--- src/rtl/sda3_pkg.sv ---
// Package for the streaming 3-D statistical dominance filter.
// Holds shared widths, register indexes and the scan control struct.
// No dependencies.
package sda3_pkg;

  localparam int unsigned CFG_IDX_BITS = 3;
  localparam logic [CFG_IDX_BITS-1:0] REG_WIDTH     = 3'd0;
  localparam logic [CFG_IDX_BITS-1:0] REG_HEIGHT    = 3'd1;
  localparam logic [CFG_IDX_BITS-1:0] REG_FRAMES    = 3'd2;
  localparam logic [CFG_IDX_BITS-1:0] REG_THRESHOLD = 3'd3;
  localparam logic [CFG_IDX_BITS-1:0] REG_RADIUS_SQ = 3'd4;

  localparam int unsigned COUNT_BITS = 10;
  localparam logic [COUNT_BITS-1:0] COUNT_MAX = 10'd1023;

  // One request from the scan sequencer to the neighbor accumulator.
  typedef struct packed {
    logic start;   // first read of a new voxel: the center
    logic valid;   // a read address was issued this cycle
    logic use_it;  // neighbor lies in the volume and inside the sphere
    logic done;    // final read of this voxel
  } scan_ctl_t;

endpackage

--- src/rtl/sda3_accum.sv ---
// Neighbor accumulator: compares ring read data against center + threshold.
// Depends on sda3_pkg for the scan control struct and count width.
module sda3_accum #(
  parameter int unsigned VOXEL_BITS = 8
) (
  input  logic                            clk,
  input  logic                            rst_n,
  input  sda3_pkg::scan_ctl_t             ctl,
  input  logic [VOXEL_BITS-1:0]           rd_data,
  input  logic signed [8:0]               threshold,
  output logic                            res_valid,
  output logic [sda3_pkg::COUNT_BITS-1:0] res_count
);

  sda3_pkg::scan_ctl_t ctl_r;
  logic signed [VOXEL_BITS+1:0] centre_r;
  logic [sda3_pkg::COUNT_BITS-1:0] cnt_r;
  logic signed [VOXEL_BITS+1:0] centre_now;
  logic signed [VOXEL_BITS+1:0] val_ext;
  logic [sda3_pkg::COUNT_BITS-1:0] cnt_base;
  logic hit;
  logic [sda3_pkg::COUNT_BITS-1:0] cnt_nxt;

  // data arriving now belongs to the request of the previous cycle
  always_comb begin
    val_ext    = $signed({2'b00, rd_data});
    centre_now = val_ext + (VOXEL_BITS+2)'(threshold);
    cnt_base   = ctl_r.start ? '0 : cnt_r;
    hit        = ctl_r.use_it &&
                 (val_ext >= (ctl_r.start ? centre_now : centre_r));
    cnt_nxt    = (hit && cnt_base != sda3_pkg::COUNT_MAX) ?
                 cnt_base + 1'b1 : cnt_base;
  end

  always_ff @(posedge clk) begin
    if (!rst_n) begin
      ctl_r     <= '0;
      res_valid <= 1'b0;
    end else begin
      ctl_r     <= ctl;
      res_valid <= ctl_r.valid && ctl_r.done;
    end
    if (ctl_r.valid) begin
      cnt_r <= cnt_nxt;
      if (ctl_r.start) begin
        centre_r <= centre_now;
      end
    end
    res_count <= cnt_nxt;
  end

`ifndef NO_ASSERTIONS
  a_start_valid: assert property (@(posedge clk) disable iff (!rst_n)
    ctl.start |-> ctl.valid) else $error("start without valid");
  a_done_valid: assert property (@(posedge clk) disable iff (!rst_n)
    ctl.done |-> ctl.valid) else $error("done without valid");
  a_res_follow: assert property (@(posedge clk) disable iff (!rst_n)
    res_valid |-> $past(ctl_r.done)) else $error("result without done");
`endif

endmodule

--- config.mk ---
export PLATFORM = sky130hd
export DESIGN_NAME = sda3_accum
export DESIGN_NICKNAME = d
export VERILOG_FILES = /design/src/rtl/sda3_pkg.sv /design/src/rtl/sda3_accum.sv
export SDC_FILE = /design/constraint.sdc
export NUM_CORES = 1
export LEC_CHECK = 0
export ABC_CLOCK_PERIOD_IN_PS = 4300
export BUFFER_PORTS_ARGS = -buffer_cell sky130_fd_sc_hd__buf_4
export CORE_MARGIN = 1.5
export CORE_UTILIZATION = 30
export CTS_BUF_LIST = sky130_fd_sc_hd__clkbuf_8
export DETAILED_ROUTE_END_ITERATION = 12
export GPL_TIMING_DRIVEN = 0
export MAX_ROUTING_LAYER = met4
export SLEW_MARGIN = 25
export SYNTH_ARGS = -nofsm -noshare
export SYNTH_HDL_FRONTEND = slang
export SYNTH_SLANG_ARGS = --single-unit
export TNS_END_PERCENT = 30
--- constraint.sdc ---
create_clock -name clk -period 4.3 [get_ports clk]
set_input_delay 0.86 -clock clk [delete_from_list [all_inputs] [get_ports clk]]
set_output_delay 0.86 -clock clk [all_outputs]
set_load 0.03 [all_outputs]
==> impl_metrics.csv, run 1 <==
group,metric,value,unit
cts,path_clk_slew,70,ps
grt,top_usage_layer,"met2",
worst_setup_path,crit_path_top_delay_cell,"ha_1",
grt,grt_pass1_vias,1403,
logic_synthesis,synth_area_per_cell,11.0,um2
status,status,"finished, final reports clean",
worst_setup_path,crit_fanout,10,
cts,cts_root_buffer,"clkbuf_8",
logic_synthesis,synth_area_leaders,"edfxtp_1, dfxtp_1, ha_1",
finish,fin_nets,262,
power,seqPwrFrac,44.6,%
grt,grt_max_degree,22,
cts,cts_buffer_depth,2,
finish,area.growth.synth_to_final,26.3,%
die,initial_utilization,31.1,%
worst_setup_path,slowest_delay,370,ps
logic_synthesis,synth_top_area_share,30.4,%
drt,wl_per_cell,13.3,um
logic_synthesis,synth_area,1980,um2
cts,hold_buffers,0,
power,p_per_area,349,nW/um2
sta,grt_setup_unrepaired,"false",
place,hpwl,2990,um
worst_setup_path,setup.worst_path.end_class,"flop",
power,ir_drop,0.000150,V
min_path,min_path_type,"flop to flop",
worst_setup_path,cp.required,4330,ps
finish,final_cell_area,2500,um2
logic_synthesis,synth_common_cells,"edfxtp_1, ha_1, inv_1",
logic_synthesis,yosysMostFrequentCell,"edfxtp_1",
worst_setup_path,critPathKind,"input pin to flop",
cts,cts_tree,"yes",
finish,regArea,901,um2
place,dp.cells,290,
logic_synthesis,yosys.area.top_type,"edfxtp_1",
place,placed_area,2320,um2
logic_synthesis,synth_top_flop_cell,"edfxtp_1",
sta,worst-slew-pin-transition,927,ps
sta,fmax,245,MHz
min_path,min_path_cells,1,
die,die-area,7080,um2
power,p_clk_share,34.8,%
finish,instances_no_fill,300,
die,ios,34,
worst_setup_path,r2r_start,"ctl_r[3]",
power,netSwitchingPower,0.000224,W
sta,hold_violations,0,
flow_run,drv_cap,0,
grt,grt_pass1_wl,6510,um
place,gp_congestion,0.803,
grt,grt_use_met3,2.75,%
sta,finalSetupViolCount,0,
min_path,holdPathEnd,"res_valid",
worst_setup_path,r2r_setup_slack,440,ps
sta,slew_viol_final,0,
logic_synthesis,yosysWarnings,0,
logic_synthesis,ys_ff_latch,35,
power,total_power,0.000871,W
power,intPower,0.000646,W
place,portBuffers,33,
drt,first_iter_violations,50,
logic_synthesis,synth.distinct_cells,48,
die,rows,29,
logic_synthesis,syn_inst,180,
grt,antenna_found_initial,0,
worst_setup_path,r2r_end,"cnt_r[7]",
finish,drive_gt1_share,30.5,%
worst_setup_path,critPathTopFamily,"compound AO/OA/AOI/OAI gates",
drt,wl,3980,um
power,p_leak,1.00,nW
sta,period_needed,4080,ps
sta,fin_skew,1.84,ps
cts,clk_latency,280,ps
die,fp.dieW,84.2,um
worst_setup_path,critPathLaunchType,"input pin",
finish,final_core_util,39.3,%
sta,timing.final.crit_share,94.8,%
finish,num-fill-cells,631,
grt,grt_usage,11.9,%
power,p_comb_share,20.6,%
worst_setup_path,rr_worst_depth,14,
finish,antenna_cells,0,
drt,vias,1478,
finish,multiInputGateArea,1030,um2
cts,htree_levels,2,
power,switching_share,25.8,%
min_path,hold_start,"ctl_r[0]",
cts,cts_inserted_buffers,5,
drt,postRouteAntennaNets,0,
drt,via_per_inst,4.93,
logic_synthesis,async_flop_share,0,%
grt,grt_overflow,0,
drt,firstDrtPassIters,4,
die,dieHeight,84.2,um
worst_setup_path,critPathBufInv,3,
cts,cts_sinks,35,
worst_setup_path,cp_cell_sequence,"buf_4, ha_1, o211ai_2, o21ai_1, o21a_1, nor2_1, xnor2_1, mux2_2, inv_1, ha_1, nand4_1, nor2_1, a211o_1, nand4_1, a31o_1, buf_6, a211oi_4, mux2_2",
logic_synthesis,synth-seq-area-share,45.6,%
grt,met1_usage,15.2,%
drt,drc,0,
logic_synthesis,synth_fp_nets,220,
worst_setup_path,arrival,4110,ps
die,core,6350,um2
logic_synthesis,synth_edf_count,20,
grt,grt_util_met2,18.5,%
sta,maxSlewHeadroom,38.1,%
==> worst max-delay path by stage <==
stage               start       end  slack (ps)  cells past startpoint
6_report       rd_data[2]  cnt_r[7]         220                     18
5_1_grt        rd_data[0]  cnt_r[7]          30                     17
4_1_cts        rd_data[0]  cnt_r[7]          40                     17
3_5_place_dp   rd_data[1]  cnt_r[7]        -400                     18
3_3_place_gp   rd_data[1]  cnt_r[7]        -360                     18
2_1_floorplan  rd_data[0]  cnt_r[7]         190                     16
==> cells in the final DEF (no fill, tap or decap), types with 2 or more instances in the layout <==
| cell | n |
|---|---|
| a211oi_2 | 2 |
| nand3b_1 | 2 |
| a211oi_4 | 2 |
| edfxtp_1 | 20 |
| o21ai_0 | 3 |
| xnor2_1 | 6 |
| nand2_1 | 6 |
| inv_1 | 16 |
| nand4_1 | 4 |
| nand2b_1 | 2 |
| ha_1 | 15 |
| nor2_1 | 8 |
| mux2i_1 | 4 |
| nor3_1 | 4 |
| buf_4 | 35 |
| a21oi_1 | 9 |
| nand3_1 | 5 |
| xor2_1 | 2 |
| a21o_2 | 2 |
| and2_1 | 4 |
| a211oi_1 | 3 |
| nor2b_1 | 6 |
| mux2_2 | 8 |
| dfxtp_1 | 15 |
| o21a_1 | 3 |
| clkbuf_8 | 6 |
==> repair_timing <==
| item | CTS | global route |
|---|---|---|
| pin swaps | 0 | 8 |
| cloned | 0 | 0 |
| setup buffers | 0 | 2 |
| gates resized for setup | 1 | 9 |
| endpoints found under the setup margin | 3 | 15 |
==> metrics by stage <==
step | hold slack (ps) | setup TNS, ps | setup WS, ps
6_report | 462 | 0 | 223
5_1_grt | 480 | 0 | 29.4
4_1_cts | 463 | 0 | 36.1
3_5_place_dp | 451 | -4170 | -402
3_3_place_gp | 434 | -3180 | -362
2_1_floorplan | 429 | 0 | 191
==> registers in the layout, indices dropped and copies added (netlist names) <==
name / cells
cnt_r: 10
res_valid: 1
ctl_r: 4
res_count: 10
centre_r: 10
==> per-layer routing <==
layer | wire length, um | vias to the layer above
met4 | 17 | 0
met5 | 0 | -
met1 | 1910 | 688
li1 | - | 745
met3 | 213 | 2
met2 | 1840 | 43
==> power by group through the flow <==
stage          sequential [W]  combinational, W  clock, W
4_1_cts              0.000389          0.000171  0.000309
3_5_place_dp         0.000396          0.000169         0
3_3_place_gp         0.000396          0.000168         0
2_1_floorplan        0.000407          0.000102         0
5_1_grt              0.000391          0.000198  0.000323
6_report             0.000389          0.000179  0.000303
==> cell families after synthesis <==
family | after synthesis | share of synthesized area, %
DFF | 35 | 45.6
muxes | 12 | 6.59
xor gates and xnor gates | 8 | 3.55
AOI/OAI and AO/OA | 40 | 15.6
and+or+nand+nor | 48 | 13.3
buffers and inverters | 20 | 4.24
adders and majority gates | 17 | 11.1
==> final cells by class <==
class	instances	area share (%)
multi-input cells	125	41.5
flip-flops and latches	35	36.1
repair buffers	35	10.5
well taps	77	3.86
clock buffers	6	3.31
inverters	16	2.41
clock inverters	2	1.40
plain buffers	4	0.952
No activity file was read; power rests on OpenSTA's default activity.
==> inputs of run 2 (changes only) <==
--- a/config.mk
+++ b/config.mk
@@ -9,7 +9,7 @@
 export BUFFER_PORTS_ARGS = -buffer_cell sky130_fd_sc_hd__buf_4
 export CORE_MARGIN = 1.5
 export CORE_UTILIZATION = 30
-export CTS_BUF_LIST = sky130_fd_sc_hd__clkbuf_8
+export CTS_BUF_LIST = sky130_fd_sc_hd__clkbuf_16
 export DETAILED_ROUTE_END_ITERATION = 12
 export GPL_TIMING_DRIVEN = 0
 export MAX_ROUTING_LAYER = met4
==> run 2 against run 1 <==
Against the previous run: worst setup slack worse by 3.8 ps; register-to-register slack hardly changed; clock skew barely moved; critical path type unchanged; global-route usage decreased by 0.11 points; fmax about the same; largest cell class unchanged; core utilization grew 0.65 points; critical path depth stayed put; clock-buffer cell count is the same; largest power group unchanged; final area increased by 1.7%; clock power rose by 21%.
==> impl_metrics.csv, run 2 (synthesis results as in run 1) <==
group,metric,value,unit
drt,vias,1481,
die,ios,34,
finish,final_cell_area,2540,um2
cts,cts_buffer_depth,2,
drt,drc,0,
worst_setup_path,arrival,4100,ps
sta,finalSetupViolCount,0,
die,rows,29,
flow_run,drv_cap,0,
grt,grt_max_degree,22,
grt,grt_overflow,0,
sta,hold_violations,0,
worst_setup_path,crit_fanout,10,
worst_setup_path,critPathLaunchType,"input pin",
grt,grt_pass1_vias,1412,
sta,fin_skew,2.02,ps
cts,cts_inserted_buffers,5,
finish,multiInputGateArea,1030,um2
worst_setup_path,setup.worst_path.end_class,"flop",
place,gp_congestion,0.803,
finish,final_common_cell,"buf_4",
min_path,min_path_type,"flop to flop",
power,ir_drop,0.000149,V
place,placed_area,2320,um2
die,initial_utilization,31.1,%
finish,top_regs,"centre_r (10), cnt_r (10), res_count (10)",
sta,period_needed,4080,ps
cts,cts_root_buffer,"clkbuf_16",
sta,fmax,245,MHz
die,die-area,7080,um2
sta,maxSlewHeadroom,37.4,%
cts,path_clk_slew,50,ps
place,pre_cts_ws,-402,ps
drt,postRouteAntennaNets,0,
sta,fin_ws,219,ps
die,dieHeight,84.2,um
status,status,"finished, final reports clean",
grt,antenna_found_initial,0,
sta,slew_viol_final,0,
worst_setup_path,cp_cell_sequence,"buf_4, ha_1, o211ai_2, o21ai_1, o21a_1, nor2_1, xnor2_1, mux2_2, inv_1, ha_1, nand4_1, nor2_1, a211o_1, nand4_1, a31o_1, buf_6, a211oi_4, mux2_2",
worst_setup_path,slowest_delay,370,ps
worst_setup_path,crit_path_top_delay_cell,"ha_1",
drt,wl,3950,um
finish,area.growth.synth_to_final,28.4,%
grt,grt_usage,11.8,%
cts,cts_sinks,35,
power,p_per_area,369,nW/um2
drt,via_per_inst,4.94,
sta,worst-slew-pin-transition,937,ps
drt,firstDrtPassIters,4,
sta,timing.final.crit_share,94.9,%
finish,final_cell_mix,"buf_4, edfxtp_1, inv_1, ha_1, dfxtp_1",
cts,cts_tree,"yes",
place,portBuffers,33,
worst_setup_path,critPathKind,"input pin to flop",
place,hpwl,2990,um
cts,htree_levels,2,
power,total_power,0.000936,W
drt,wl_per_cell,13.2,um
sta,grt_setup_unrepaired,"false",
grt,grt_pass1_wl,6520,um
die,core,6350,um2
die,fp.dieW,84.2,um
finish,num-fill-cells,624,
sta,hold_slack,458,ps
drt,first_iter_violations,52,
power,p_leak,1.02,nW
cts,clk_latency,270,ps
finish,antenna_cells,0,
finish,fin_nets,262,
finish,drive_gt1_share,30.0,%
finish,regArea,901,um2
worst_setup_path,cp.required,4320,ps
-- run 2: changes by cell type in the layout (fill, tap and decap cells not counted) --
cell and delta:
clkbuf_16 +6, clkbuf_8 -6, bufinv_16 -1, clkinv_1 +1
-- run 2: worst max-delay path: cells and delay by family --
family                   cells  cell delay (ps)
multiplexers                 2              550
buffers and inverters        3              310
AO/OA/AOI/OAI                6             1160
AND/OR/NAND/NOR              4              400
XOR/XNOR                     1              120
adder cells (fa/ha/maj)      2              700
-- run 2: where the power goes --
part           internal (W)  switching (W)  total, W
clock              0.000246       0.000121  0.000368
sequential         0.000378      0.0000119  0.000389
combinational     0.0000820      0.0000973  0.000179
-- run 2: path summary, 6_finish.rpt --
check	from	end	slack [ps]	cells after the start
worst max register to register	ctl_r[3]	cnt_r[7]	450	14
worst min-delay path	ctl_r[0]	res_valid	460	1
worst min register to register	ctl_r[0]	res_valid	460	1
worst max-delay path	rd_data[2]	cnt_r[7]	220	18
-- run 2: metrics by stage --
stage	util, %	std cells	TNS [ps]
after floorplan	-	180	0
after global placement	36.5	290	-3180
final	40.0	300	0
after global routing	40.0	300	0
after CTS	39.1	298	0
after detailed placement	36.5	290	-4170
-- run 2: area by class of cell --
type / instances / share of cell area, %
clock buffers: 6 / 5.92
inverters: 16 / 2.37
repair buffers: 35 / 10.4
clock inverters: 2 / 0.345
plain buffers: 4 / 0.937
well taps: 77 / 3.80
flip-flops and latches: 35 / 35.5
multi-input cells: 125 / 40.8
-- run 2: what timing repair did --
item | CTS | global route
setup buffers | 0 | 2
hold buffers | 0 | 0
endpoints found under the setup margin | 4 | 17
resized for setup | 1 | 9
pin swaps | 0 | 8
-- run 2: routing by layer --
metal	part of all wire (%)	GRT usage [%]	vias to the layer above	wire, um
met1	49	15.2	706	1940
met5	0	-	-	0
met4	1.3	4.02	0	51
met2	46	18.6	26	1820
li1	-	-	745	-
met3	3.7	2.46	4	145
